[src/msfd_pkg.sv]
package msfd_pkg;

	localparam int TAG_W = 8;
	localparam int TIME_IN_W = 16;
	localparam int STAT_W = 16;
	localparam int SUM_W = 32;
	localparam int ACT_W = 4;
	localparam int APB_W = 32;

	localparam int IN_DEPTH = 2;
	localparam int RES_DEPTH = 4;

	localparam logic [ACT_W-1:0] ACT_RESET = 4'd8;
	localparam logic REG_ACTIVE_SERVERS = 1'b0;

	localparam logic [STAT_W-1:0] STAT_MAX = '1;

	typedef struct packed {
		logic [TAG_W-1:0] tag;
		logic [TIME_IN_W-1:0] stamp;
		logic [TIME_IN_W-1:0] service;
	} req_t;

	typedef struct packed {
		logic arrival;
		req_t req;
	} tick_item_t;

endpackage

[src/multi_server_fifo_dispatcher.sv]
// Multi-server FIFO dispatcher. Each input item is one time tick that may carry a request
// (tag, arrival stamp, service time). Servers whose busy time ends on the tick are freed,
// the request joins a waiting queue, and the active servers are scanned from index zero,
// each free one taking the queue head.
// The input channel is push/full and the result channel is empty/pop. A tick produces one
// result per dispatch, or a single status result when nothing is dispatched, and last
// marks the final result of the tick. The APB port holds the number of active servers.
// A tick takes the dispatch engine through the release and prepare states, then one scan
// step per server scanned; the scan stops after the last dispatch. With the engine idle,
// the first result of a tick is pushed into the result queue at the scan step of its first
// dispatch, or at the status step when nothing is dispatched.
// A two-entry tick queue takes new items while the engine works, and a four-entry result
// queue holds finished results. When the receiver stops popping, the engine stalls once
// the result queue is full, then the tick queue fills and full rises.
// Reset clears all servers to free, the counters to zero, the tick to one and the active
// server count to eight. Waiting entries need no clearing.
module multi_server_fifo_dispatcher import msfd_pkg::*; #(
	parameter int MAX_SERVERS = 8,
	parameter int QUEUE_DEPTH = 64,
	parameter int TIME_BITS = 16
) (
	input logic clk,
	input logic arst_n,
	input logic psel,
	input logic penable,
	input logic pwrite,
	input logic [2:0] paddr,
	input logic [APB_W-1:0] pwdata,
	output logic [APB_W-1:0] prdata,
	output logic pready,
	input logic push,
	output logic full,
	input logic arrival_valid,
	input logic [TAG_W-1:0] request_tag,
	input logic [TIME_IN_W-1:0] arrival_stamp,
	input logic [TIME_IN_W-1:0] service_time,
	output logic empty,
	input logic pop,
	output logic dispatched,
	output logic [((MAX_SERVERS > 1) ? $clog2(MAX_SERVERS) : 1)-1:0] server_index,
	output logic [TAG_W-1:0] dispatched_tag,
	output logic [STAT_W-1:0] wait_time,
	output logic [STAT_W-1:0] server_served_count,
	output logic [STAT_W-1:0] max_wait,
	output logic [SUM_W-1:0] wait_sum,
	output logic [$clog2(QUEUE_DEPTH + 1)-1:0] queue_count,
	output logic arrival_dropped,
	output logic last
);

	localparam int SRV_W = (MAX_SERVERS > 1) ? $clog2(MAX_SERVERS) : 1;
	localparam int CNT_W = $clog2(QUEUE_DEPTH + 1);
	localparam int RES_W = 1 + SRV_W + TAG_W + 3 * STAT_W + SUM_W + CNT_W + 2;

	logic [ACT_W-1:0] act_q;
	logic cfg_wr;
	logic avail;
	logic take;
	tick_item_t item;
	logic res_space;
	logic res_push;
	logic [RES_W-1:0] res_in;
	logic [RES_W-1:0] res_out;

	assign pready = 1'b1;
	assign cfg_wr = psel && penable && pwrite && (paddr[2] == REG_ACTIVE_SERVERS);
	assign prdata = (paddr[2] == REG_ACTIVE_SERVERS) ? APB_W'(act_q) : '0;

	always_ff @(posedge clk or negedge arst_n) begin
		if (!arst_n) begin
			act_q <= ACT_RESET;
		end else if (cfg_wr) begin
			act_q <= pwdata[ACT_W-1:0];
		end
	end

	msfd_front u_front (
		.clk(clk),
		.arst_n(arst_n),
		.push(push),
		.full(full),
		.arrival_valid(arrival_valid),
		.request_tag(request_tag),
		.arrival_stamp(arrival_stamp),
		.service_time(service_time),
		.avail(avail),
		.take(take),
		.item(item)
	);

	msfd_back #(
		.MAX_SERVERS(MAX_SERVERS),
		.QUEUE_DEPTH(QUEUE_DEPTH),
		.TIME_BITS(TIME_BITS)
	) u_back (
		.clk(clk),
		.arst_n(arst_n),
		.act(act_q),
		.avail(avail),
		.take(take),
		.item(item),
		.res_space(res_space),
		.res_push(res_push),
		.res_data(res_in)
	);

	msfd_res_q #(
		.W(RES_W)
	) u_res_q (
		.clk(clk),
		.arst_n(arst_n),
		.push(res_push),
		.data_in(res_in),
		.space(res_space),
		.pop(pop),
		.empty(empty),
		.data_out(res_out)
	);

	assign {dispatched, server_index, dispatched_tag, wait_time, server_served_count,
		max_wait, wait_sum, queue_count, arrival_dropped, last} = res_out;

`ifndef SYNTH
	a_push_has_room: assert property (@(posedge clk) disable iff (!arst_n)
		res_push |-> res_space)
		else $error("Result written while the result queue is full.");

	a_status_is_last: assert property (@(posedge clk) disable iff (!arst_n)
		(!empty && !dispatched) |-> last)
		else $error("A status item is not the final item of its tick.");

	a_status_fields: assert property (@(posedge clk) disable iff (!arst_n)
		(!empty && !dispatched) |-> (server_index == '0 && dispatched_tag == '0 &&
		wait_time == '0 && server_served_count == '0))
		else $error("A status item carries dispatch fields.");

	a_count_bound: assert property (@(posedge clk) disable iff (!arst_n)
		!empty |-> (queue_count <= CNT_W'(QUEUE_DEPTH)))
		else $error("Waiting count exceeds the queue depth.");
`endif

endmodule

[src/msfd_front.sv]
module msfd_front import msfd_pkg::*; (
	input logic clk,
	input logic arst_n,
	input logic push,
	output logic full,
	input logic arrival_valid,
	input logic [TAG_W-1:0] request_tag,
	input logic [TIME_IN_W-1:0] arrival_stamp,
	input logic [TIME_IN_W-1:0] service_time,
	output logic avail,
	input logic take,
	output tick_item_t item
);

	localparam int PW = (IN_DEPTH > 1) ? $clog2(IN_DEPTH) : 1;

	tick_item_t slot_q [IN_DEPTH];
	tick_item_t in_item;
	logic [PW-1:0] wr_q;
	logic [PW-1:0] rd_q;
	logic [PW:0] cnt_q;
	logic accept;
	logic pop_item;

	assign full = (cnt_q == (PW+1)'(IN_DEPTH));
	assign avail = (cnt_q != '0);
	assign accept = push && !full;
	assign pop_item = take && avail;
	assign item = slot_q[rd_q];

	// A zero service time occupies a server for one tick.
	always_comb begin
		in_item.arrival = arrival_valid;
		in_item.req.tag = request_tag;
		in_item.req.stamp = arrival_stamp;
		in_item.req.service = (service_time == '0) ? TIME_IN_W'(1) : service_time;
	end

	always_ff @(posedge clk) begin
		if (accept) begin
			slot_q[wr_q] <= in_item;
		end
	end

	always_ff @(posedge clk or negedge arst_n) begin
		if (!arst_n) begin
			wr_q <= '0;
			rd_q <= '0;
			cnt_q <= '0;
		end else begin
			if (accept) begin
				wr_q <= (wr_q == PW'(IN_DEPTH - 1)) ? '0 : wr_q + PW'(1);
			end
			if (pop_item) begin
				rd_q <= (rd_q == PW'(IN_DEPTH - 1)) ? '0 : rd_q + PW'(1);
			end
			if (accept && !pop_item) begin
				cnt_q <= cnt_q + (PW+1)'(1);
			end else if (!accept && pop_item) begin
				cnt_q <= cnt_q - (PW+1)'(1);
			end
		end
	end

endmodule

[src/msfd_res_q.sv]
module msfd_res_q import msfd_pkg::*; #(
	parameter int W = 8
) (
	input logic clk,
	input logic arst_n,
	input logic push,
	input logic [W-1:0] data_in,
	output logic space,
	input logic pop,
	output logic empty,
	output logic [W-1:0] data_out
);

	localparam int PW = (RES_DEPTH > 1) ? $clog2(RES_DEPTH) : 1;

	logic [W-1:0] slot_q [RES_DEPTH];
	logic [PW-1:0] wr_q;
	logic [PW-1:0] rd_q;
	logic [PW:0] cnt_q;
	logic do_push;
	logic do_pop;

	assign space = (cnt_q != (PW+1)'(RES_DEPTH));
	assign empty = (cnt_q == '0);
	assign do_push = push && space;
	assign do_pop = pop && !empty;
	assign data_out = slot_q[rd_q];

	always_ff @(posedge clk) begin
		if (do_push) begin
			slot_q[wr_q] <= data_in;
		end
	end

	always_ff @(posedge clk or negedge arst_n) begin
		if (!arst_n) begin
			wr_q <= '0;
			rd_q <= '0;
			cnt_q <= '0;
		end else begin
			if (do_push) begin
				wr_q <= (wr_q == PW'(RES_DEPTH - 1)) ? '0 : wr_q + PW'(1);
			end
			if (do_pop) begin
				rd_q <= (rd_q == PW'(RES_DEPTH - 1)) ? '0 : rd_q + PW'(1);
			end
			if (do_push && !do_pop) begin
				cnt_q <= cnt_q + (PW+1)'(1);
			end else if (!do_push && do_pop) begin
				cnt_q <= cnt_q - (PW+1)'(1);
			end
		end
	end

endmodule

[src/msfd_back.sv]
module msfd_back import msfd_pkg::*; #(
	parameter int MAX_SERVERS = 8,
	parameter int QUEUE_DEPTH = 64,
	parameter int TIME_BITS = 16,
	localparam int SRV_W = (MAX_SERVERS > 1) ? $clog2(MAX_SERVERS) : 1,
	localparam int CNT_W = $clog2(QUEUE_DEPTH + 1),
	localparam int RES_W = 1 + SRV_W + TAG_W + 3 * STAT_W + SUM_W + CNT_W + 2
) (
	input logic clk,
	input logic arst_n,
	input logic [ACT_W-1:0] act,
	input logic avail,
	output logic take,
	input tick_item_t item,
	input logic res_space,
	output logic res_push,
	output logic [RES_W-1:0] res_data
);

	localparam int PTR_W = $clog2(QUEUE_DEPTH);
	localparam int NW = ($clog2(MAX_SERVERS + 1) > ACT_W) ? $clog2(MAX_SERVERS + 1) : ACT_W;
	localparam int WW = (TIME_BITS > TIME_IN_W) ? TIME_BITS : TIME_IN_W;

	typedef enum logic [1:0] {
		ST_IDLE,
		ST_RELEASE,
		ST_PREP,
		ST_SCAN
	} state_t;

	state_t state_q;
	tick_item_t item_q;
	logic [TIME_BITS-1:0] tick_q;
	logic [PTR_W-1:0] head_q;
	logic [PTR_W-1:0] tail_q;
	logic [CNT_W-1:0] count_q;
	logic [MAX_SERVERS-1:0] busy_q;
	logic [TIME_BITS-1:0] until_q [MAX_SERVERS];
	logic [STAT_W-1:0] served_q [MAX_SERVERS];
	logic [SUM_W-1:0] sum_q;
	logic [STAT_W-1:0] max_q;
	logic [SRV_W-1:0] idx_q;
	logic any_q;
	logic dropped_q;

	req_t mem [QUEUE_DEPTH];
	req_t rd_q;

	logic [NW-1:0] act_ext;
	logic [NW-1:0] n;
	logic in_range;
	logic disp;
	logic [CNT_W-1:0] count_after;
	logic [MAX_SERVERS-1:0] later_free;
	logic later;
	logic emit;
	logic step;
	logic queue_full;
	logic mem_we;
	logic [PTR_W-1:0] head_inc;
	logic [PTR_W-1:0] tail_inc;
	logic [PTR_W-1:0] rd_addr;
	logic [WW-1:0] tick_ext;
	logic [WW-1:0] stamp_ext;
	logic [WW-1:0] wait_w;
	logic [STAT_W-1:0] wait16;
	logic [SUM_W:0] sum_w;
	logic [SUM_W-1:0] sum_n;
	logic [STAT_W-1:0] max_n;
	logic [STAT_W-1:0] served_n;
	logic [TIME_BITS-1:0] until_n;

	assign act_ext = NW'(act);
	assign n = (act_ext > NW'(MAX_SERVERS)) ? NW'(MAX_SERVERS) : act_ext;
	assign in_range = (NW'(idx_q) < n);
	assign disp = in_range && !busy_q[idx_q] && (count_q != '0);
	assign count_after = count_q - CNT_W'(disp);

	always_comb begin
		for (int j = 0; j < MAX_SERVERS; j++) begin
			later_free[j] = !busy_q[j] && (NW'(j) > NW'(idx_q)) && (NW'(j) < n);
		end
	end

	// The next free active server above this one takes the head if any entry remains.
	assign later = (count_after != '0) && (|later_free);
	assign emit = disp || (!later && !any_q);
	assign step = (state_q == ST_SCAN) && res_space;
	assign res_push = step && emit;
	assign take = (state_q == ST_IDLE) && avail;

	assign queue_full = (count_q == CNT_W'(QUEUE_DEPTH));
	assign mem_we = (state_q == ST_RELEASE) && item_q.arrival && !queue_full;
	assign head_inc = (head_q == PTR_W'(QUEUE_DEPTH - 1)) ? '0 : head_q + PTR_W'(1);
	assign tail_inc = (tail_q == PTR_W'(QUEUE_DEPTH - 1)) ? '0 : tail_q + PTR_W'(1);
	assign rd_addr = (step && disp) ? head_inc : head_q;

	assign tick_ext = WW'(tick_q);
	assign stamp_ext = WW'(rd_q.stamp);
	assign wait_w = (tick_ext >= stamp_ext) ? tick_ext - stamp_ext : '0;
	assign wait16 = (wait_w > WW'(STAT_MAX)) ? STAT_MAX : wait_w[STAT_W-1:0];
	assign sum_w = {1'b0, sum_q} + (SUM_W+1)'(wait_w);
	assign sum_n = sum_w[SUM_W] ? '1 : sum_w[SUM_W-1:0];
	assign max_n = (wait_w > WW'(max_q)) ? wait16 : max_q;
	assign served_n = (served_q[idx_q] == STAT_MAX) ? served_q[idx_q]
		: served_q[idx_q] + STAT_W'(1);
	assign until_n = TIME_BITS'(tick_ext + WW'(rd_q.service));

	assign res_data = {
		disp,
		disp ? idx_q : SRV_W'(0),
		disp ? rd_q.tag : TAG_W'(0),
		disp ? wait16 : STAT_W'(0),
		disp ? served_n : STAT_W'(0),
		disp ? max_n : max_q,
		disp ? sum_n : sum_q,
		count_after,
		dropped_q,
		!later
	};

	always_ff @(posedge clk) begin
		if (mem_we) begin
			mem[tail_q] <= item_q.req;
		end
		rd_q <= mem[rd_addr];
	end

	always_ff @(posedge clk) begin
		if (take) begin
			item_q <= item;
		end
	end

	always_ff @(posedge clk or negedge arst_n) begin
		if (!arst_n) begin
			state_q <= ST_IDLE;
			tick_q <= TIME_BITS'(1);
			head_q <= '0;
			tail_q <= '0;
			count_q <= '0;
			busy_q <= '0;
			for (int j = 0; j < MAX_SERVERS; j++) begin
				until_q[j] <= '0;
				served_q[j] <= '0;
			end
			sum_q <= '0;
			max_q <= '0;
			idx_q <= '0;
			any_q <= 1'b0;
			dropped_q <= 1'b0;
		end else begin
			case (state_q)
				ST_IDLE: begin
					if (take) begin
						state_q <= ST_RELEASE;
					end
				end
				ST_RELEASE: begin
					for (int j = 0; j < MAX_SERVERS; j++) begin
						if ((NW'(j) < n) && busy_q[j] && (until_q[j] == tick_q)) begin
							busy_q[j] <= 1'b0;
						end
					end
					dropped_q <= item_q.arrival && queue_full;
					if (mem_we) begin
						tail_q <= tail_inc;
						count_q <= count_q + CNT_W'(1);
					end
					state_q <= ST_PREP;
				end
				ST_PREP: begin
					idx_q <= '0;
					any_q <= 1'b0;
					state_q <= ST_SCAN;
				end
				ST_SCAN: begin
					if (step) begin
						if (disp) begin
							head_q <= head_inc;
							count_q <= count_after;
							busy_q[idx_q] <= 1'b1;
							until_q[idx_q] <= until_n;
							served_q[idx_q] <= served_n;
							sum_q <= sum_n;
							max_q <= max_n;
							any_q <= 1'b1;
						end
						if (later) begin
							idx_q <= idx_q + SRV_W'(1);
						end else begin
							tick_q <= tick_q + TIME_BITS'(1);
							state_q <= ST_IDLE;
						end
					end
				end
				default: begin
					state_q <= ST_IDLE;
				end
			endcase
		end
	end

endmodule

[config.mk]
export PLATFORM = sky130hd
export DESIGN_NAME = multi_server_fifo_dispatcher
export DESIGN_NICKNAME = d
export VERILOG_FILES = /design/src/msfd_pkg.sv /design/src/multi_server_fifo_dispatcher.sv /design/src/msfd_front.sv /design/src/msfd_res_q.sv /design/src/msfd_back.sv
export SDC_FILE = /design/constraint.sdc
export NUM_CORES = 2
export LEC_CHECK = 0
export BUFFER_PORTS_ARGS = -buffer_cell sky130_fd_sc_hd__buf_2
export CORE_MARGIN = 2
export CORE_UTILIZATION = 50
export DETAILED_ROUTE_END_ITERATION = 8
export PLACE_DENSITY = 0.66
export SLEW_MARGIN = 20
export SYNTH_ARGS = -nofsm -noshare
export SYNTH_HDL_FRONTEND = slang
export SYNTH_HIERARCHICAL = 1
export SYNTH_SLANG_ARGS = --single-unit
[constraint.sdc]
create_clock -name clk -period 9.4 [get_ports clk]
set_input_delay 0 -clock clk [delete_from_list [all_inputs] [get_ports clk]]
set_output_delay 0 -clock clk [all_outputs]
set_load 0.02 [all_outputs]
* Word-level counts from Yosys, hierarchy flattened
Memory sizes are Yosys's and may differ from the RTL's. A register that Yosys moved wholly into a read port is not among the register bits.
Index checks and enable logic that the tools add are counted.
** Operators by class
- Mux-type cells :: 67
- Add/sub/neg operators :: 18
- Bitwise gates (word level) :: 4
- Reductions and logical operators :: 99
- $lt $le $gt $ge :: 24
- Equal/unequal tests :: 33
** Operators with widths (count)
- $bwmux W128 :: 2
- $mux W16 :: 11
- $eq A16 B16 Y1 :: 8
- $mux W32 :: 2
- $logic_and A1 B1 Y1 :: 54
- $bmux W16 S3 :: 1
- $demux W16 S3 :: 1
- $reduce_and A4 Y1 :: 9
- $add A32 B16 Y33 :: 1
- $add A16 B1 Y16 const B :: 2
- $mux W8 :: 3
- $mux W7 :: 3
- $mux W1 :: 20
- $ne A2 B2 Y1 const B :: 10
- $mux W6 :: 3
- $logic_not A1 Y1 :: 17
- $add A16 B16 Y16 :: 1
- $eq A16 B16 Y1 const B :: 1
- $ge A16 B16 Y1 :: 1
- $gt A16 B16 Y1 :: 1
- $gt A16 B16 Y1 const B :: 1
- $logic_not A16 Y1 :: 1
- $lt A3 B4 Y1 const A :: 4
- $pmux W8 S2 :: 1
- other kinds (46) :: 87
** Storage, ports and cells
- Logic and storage cells :: 289
- Bits in writable memories :: 3046
- Memories :: 3
- Bits in registers :: 369
- Input port bits :: 83
** Memories
- u_back.mem :: words 64, width 40, rd ports 1, clocked after memory_dff 1, wr ports 1, RTL line msfd_back.sv:46 : req_t mem [QUEUE_DEPTH];
- u_res_q.slot_q :: words 4, width 101, rd ports 1, clocked after memory_dff 0, wr ports 1, RTL line msfd_res_q.sv:16 : logic [W-1:0] slot_q [RES_DEPTH];
- u_front.slot_q :: words 2, width 41, rd ports 1, clocked after memory_dff 1, wr ports 1, RTL line msfd_front.sv:17 : tick_item_t slot_q [IN_DEPTH];

* Logic depth before layout (Yosys ltp)
- Word-level depth :: 17
- Gate-level depth with buffers :: 29
- Mapped depth without buffers :: 24

* By module
Netlist, hierarchy kept.
** By module, submodules not included
- msfd_back :: instances 1, area an instance 122967.9 sq um, cells each 9514, sequential area each 87765.4 sq um
- msfd_res_q :: instances 1, area an instance 14996.9 sq um, cells each 564, sequential area each 12306.8 sq um
- msfd_front :: instances 1, area an instance 3452.1 sq um, cells each 167, sequential area each 2562.5 sq um
- multi_server_fifo_dispatcher :: instances 1, area an instance 430.4 sq um, cells each 44, sequential area each 101.3 sq um

* Worst setup path before layout
Ideal clock, no wire load.
- Path type :: flip-flop to flip-flop
- From :: register act_q[3]
- To :: memory u_res_q/slot_q[0][0] (netlist name) (enable)
- Slack :: 2.675 ns
- Data arrival time :: 6.311 ns
- Data required time :: 8.985 ns
- Stages on the path, launching flop included :: 24
- Cells stage by stage :: dfstp_2 > clkbuf_1 > nand2b_1 > ha_1 > a21oi_1 > a2bb2oi_1 > o211a_4 > clkbuf_1 > nand2_1 > clkinv_1 > clkbuf_1 > clkbuf_1 > ha_1 > ha_1 > nor3b_1 > nand2_1 > xnor2_1 > nor3_1 > or2_2 > and2_1 > clkbuf_1 > inv_1 > o21ai_0 > and3_2
** On the way
- Longest elaborated chain between the ends :: 15
- Elaborated cells on any way between the ends :: 30
- Those cells by class :: add/sub: 1; order compare: 9; mux: 3; reduce/logical: 17
** RTL lines
- start, declared :: RTL line multi_server_fifo_dispatcher.sv:55 : logic [ACT_W-1:0] act_q;
- start signal, assigned :: RTL line multi_server_fifo_dispatcher.sv:73 : act_q <= pwdata[ACT_W-1:0];
- $gt A4 B4 Y1 :: RTL line msfd_back.sv:74 : assign n = (act_ext > NW'(MAX_SERVERS)) ? NW'(MAX_SERVERS) : act_ext;
- $mux W4 (*) :: RTL line msfd_back.sv:74
- $lt A3 B4 Y1 (*) :: RTL line msfd_back.sv:75 : assign in_range = (NW'(idx_q) < n);
- $logic_and A1 B1 Y1 (*) (2 in a row) :: RTL line msfd_back.sv:76 : assign disp = in_range && !busy_q[idx_q] && (count_q != '0);
- named net u_back.disp :: RTL line msfd_back.sv:52 : logic disp;
- $sub A7 B1 Y7 (*) :: RTL line msfd_back.sv:77 : assign count_after = count_q - CNT_W'(disp);
- named net res_in[8] :: RTL line multi_server_fifo_dispatcher.sv:62 : logic [RES_W-1:0] res_in;
- $reduce_bool A7 Y1 (*) :: RTL line msfd_back.sv:86 : assign later = (count_after != '0) && (|later_free);
- (+2 left out)
- named net res_in[0] :: RTL line multi_server_fifo_dispatcher.sv:62
- $logic_and A1 B1 Y1 (*) :: RTL line msfd_back.sv:87 : assign emit = disp || (!later && !any_q);
- $logic_or A1 B1 Y1 (*) :: RTL line msfd_back.sv:87
- $logic_and A1 B1 Y1 (*) :: RTL line msfd_back.sv:89 : assign res_push = step && emit;
- named net res_push :: RTL line multi_server_fifo_dispatcher.sv:61 : logic res_push;
- $logic_and A1 B1 Y1 (*) :: RTL line msfd_res_q.sv:25 : assign do_push = push && space;
- $mux W1 (*) :: RTL line msfd_res_q.sv:30 : if (do_push) begin
- $mux W1 (implied by the code) (*) :: RTL line msfd_res_q.sv:31 : slot_q[wr_q] <= data_in;
- end, declared :: RTL line msfd_res_q.sv:16
The timed path passes the listed nets; every way through them passes the cells marked *.

* Worst setup path after layout
- From :: register u_back.idx_q[1]
- To :: register, netlist name u_back/rd_q[36]
** On the way
- Longest elaborated chain between the ends :: 7
- Elaborated cells on any way between the ends :: 8
- Those cells by class :: order compare: 1; mux: 3; reduce/logical: 4
** RTL lines
- start, declared :: RTL line msfd_back.sv:42 : logic [SRV_W-1:0] idx_q;
- start signal, assigned :: RTL line msfd_back.sv:190 : idx_q <= idx_q + SRV_W'(1);
- $bmux W1 S3 :: RTL line msfd_back.sv:76
- $mux W1 (implied by the code) :: RTL line msfd_back.sv:76
- $logic_not A1 Y1 :: RTL line msfd_back.sv:76
- $logic_and A1 B1 Y1 (*) (2 in a row) :: RTL line msfd_back.sv:76
- $logic_and A1 B1 Y1 (*) :: RTL line msfd_back.sv:96 : assign rd_addr = (step && disp) ? head_inc : head_q;
- $mux W6 (*) :: RTL line msfd_back.sv:96
Mark *: on every way between the ends. The rest lies on a longest branch, timed or not. The select of a mux whose other input is x is not followed.
A chain may end at the register's enable or synchronous reset.

==> flow_summary.ini <==
[power]
p_leak_nw = 57.0
switching_share_pct = 36.7
comb_power_share_pct = 33.4
seq_power_share_pct = 39.1
pwr-share-clk_pct = 27.5
power.density_nw_per_um2 = 320
p_sw_mw = 18.8
internal_power_mw = 32.4
irDropWorstVdd_mv = 0.265

[clocking]
cts_num_sinks = 3496
clk_latency_ns = 0.92
cts_setup_buffers = 0
cts_tree = built
clock_path_buffers = 4
clk_pin_slew_worst_paths_ns = 0.06
cts_max_level = 5
cts_root_buf = clkbuf_16
cts_hold_buf = 101
cts_resized = 0
numCtsBuffers = 355

[yosys]
seq_area_frac_synth_pct = 72.4
netlist_instances = 10289
async_flop_share_pct = 10.6
synth_top_area_share_pct = 65.4
synth_area_um2 = 142000
ys.flop_type = edfxtp_1
synth_seq_cells = 3496
avgSynthCellArea_um2 = 13.8
yosysUniqueCellTypes = 99
synth-edff-count = 3087
yosys.area.top_type = edfxtp_1
synth_area_leaders = edfxtp_1 65%, nand2_1 6.7%, dfrtp_1 6.5%
yosys_warnings = 6

[worst_setup_path]
regToRegEndpoint = u_back/rd_q[36]$_DFF_P_
crit_path_end_kind = register
required_ns = 10.24
cp_max_fo = 56
worstRegToRegCells = 13
reg2reg_slack_ns = 2.29
critPathKind = reg -> reg
crit_path_start_kind = register
arrival_ns = 7.95
r2r-start = u_back/idx_q[1]$_DFFE_PN0P_

[cells_and_area]
mostFrequentLayoutCell = edfxtp_1
drive_gt1_share_pct = 13.4
final_nets = 10722
area_delta_synth_final_pct = 12.8
finish.utilization_pct = 56.7
most-common-layout-cells = 3087 x edfxtp_1, 2537 x nand2_1, 691 x nand3_1, 363 x dfrtp_1, 363 x clkbuf_16
seq_area_um2 = 103000
final_area_um2 = 160000
final.fill_count = 21820
multiInputGateArea_um2 = 36400

[floorplanning]
die_h_um = 537
placementRows = 195
start_util_pct = 50.2
io_pins = 219
die-area_um2 = 288000
core_area_um2 = 282000
die_w_um = 537

[sta]
hold_violations = 0
setup_tns_ns = 0
drv_slew = 0
tightest_slew_ns = 1.35
timing.final.crit_share_pct = 75.7
period_needed_ns = 7.11
fmaxAchievable_ghz = 0.141
rsz0062_at_grt = false
setup_slack_ns = 2.29
skew_ns = 0.0739
finalSetupViolCount = 0
relSlewSlack_pct = 10.0
worst_hold_slack_ns = 0.0745

[place]
dp_slack_ns = 2.41
gp_congestion = 0.866
dpl-instance-area_um2 = 147000
dp_hpwl_um = 223000
io_buffers = 159

[global_routing]
grt_pass1_wl_um = 583000
grt_overflow = 0
grt_use_total_pct = 27.6
grt_pass1_vias = 86263
grt_max_degree = 147
antenna_found_initial = 18

[drt]
vias = 90066
via_per_inst = 6.17
wirelength_um = 404000
drtAntennaViolNets = 0
drc = 0
wl_per_cell_um = 27.7
dr.pass1.iters = 6
dr.first_iter.drc_count = 12695

[min_path]
hold_depth = 4
hold_path_class = in -> reg
hold_start = penable
hold_end = act_q[0]$_DFFE_PN0P_

[status]
status = complete, no violations

[run]
cap_violations = 0
[through the flow]
stage,instances,power [mW]
2_1_floorplan,10316,30.9
3_3_place_gp,13831,36.6
3_5_place_dp,13835,37.0
4_1_cts,14584,51.0
5_1_grt,14588,53.2
6_report,14591,51.2
[Yosys cell counts, drive strengths merged, types with 185 or more instances]
cell type  instances
dfrtp            367
a31oi            194
mux2             185
a21oi            322
nor2             211
edfxtp          3087
o21ai            335
clkbuf           288
nand2           2547
and3             231
nand3            695
buf              366
[registers in the layout, summed over array words and instances (netlist names), 3 cells and up]
name              count
u_front/slot_q       82
u_back/tick_ext      16
u_back/tail_q         6
u_res_q/cnt_q         3
u_back/max_q         16
u_back/item_q        41
u_back/until_q      128
u_back/rd_q          24
act_q                 4
u_back/sum_q         32
u_back/idx_q          3
u_res_q/slot_q      404
u_back/busy_q         8
u_back/mem         2560
u_back/head_q         6
u_back/served_q     128
u_back/stamp_ext     16
u_back/count_q        7
[power groups by stage]
stage,combinational (mW),sequential (mW),clock (mW)
2_1_floorplan,10.4,20.6,0
3_5_place_dp,16.7,20.3,0
5_1_grt,18.3,20.1,14.8
3_3_place_gp,16.4,20.2,0
4_1_cts,16.8,20.0,14.2
6_report,17.1,20.0,14.1
[per-layer routing]
layer	up-vias	wire length, um	share of wire, %	track usage (%)
met2	5258	189000	47	44.2
met3	936	43400	11	4.98
met1	45208	155000	38	37.9
li1	38650	-	-	-
met5	-	331	0.082	0.576
met4	14	15700	3.9	9.92
[kinds of logic after synthesis]
logic type / Yosys count / synth area share (%)
other: 2 / 0.00529
multiplexers: 434 / 4.84
buffers and inverters: 736 / 2.47
XOR/XNOR: 214 / 1.32
AND/OR/NAND/NOR: 4015 / 12.3
adder cells (fa/ha/maj): 90 / 0.810
flip-flops: 3496 / 72.4
AO/OA/AOI/OAI: 1302 / 5.84
[worst max-delay path by stage]
stage | slack, ns | cells after the start | from | endpoint
detailed placement | 2.41 | 18 | u_back/idx_q[1]$_DFFE_PN0P_ | u_res_q/slot_q[3][92]$_DFFE_PP_
global route | 1.87 | 18 | u_back/idx_q[1]$_DFFE_PN0P_ | u_res_q/slot_q[2][92]$_DFFE_PP_
global placement | 2.55 | 12 | u_back/idx_q[1]$_DFFE_PN0P_ | u_back/rd_q[1]$_DFF_P_
floorplan | 2.67 | 23 | act_q[3]$_DFFE_PN1P_ | u_res_q/slot_q[0][0]$_DFFE_PP_
CTS | 2.35 | 18 | u_back/idx_q[1]$_DFFE_PN0P_ | u_res_q/slot_q[3][92]$_DFFE_PP_
finish | 2.29 | 13 | u_back/idx_q[1]$_DFFE_PN0P_ | u_back/rd_q[36]$_DFF_P_
[worst max-delay path: stages (launching register included)]
cell,delay [ns]
dfrtp_1,0.87
buf_4,0.50
nor2_1,0.31
a221oi_2,0.41
o211ai_2,0.30
o31ai_4,0.59
and2_4,0.53
buf_4,0.51
buf_4,0.67
nand2_1,0.52
a21oi_1,0.26
nor4_1,0.11
o32ai_1,1.16
or3_1,0.23
[cell type report]
| class | instances | share of cell area [%] |
|---|---|---|
| Sequential cell | 3496 | 64.2 |
| Multi-Input combinational cell | 6084 | 22.7 |
| Clock buffer | 457 | 6.02 |
| Tap cell | 3743 | 2.93 |
| Timing Repair Buffer | 533 | 2.64 |
| Clock inverter | 191 | 1.23 |
| Inverter | 82 | 0.206 |
| Antenna cell | 5 | 0.00782 |
Note: power is estimated with default switching activity, not from simulation.
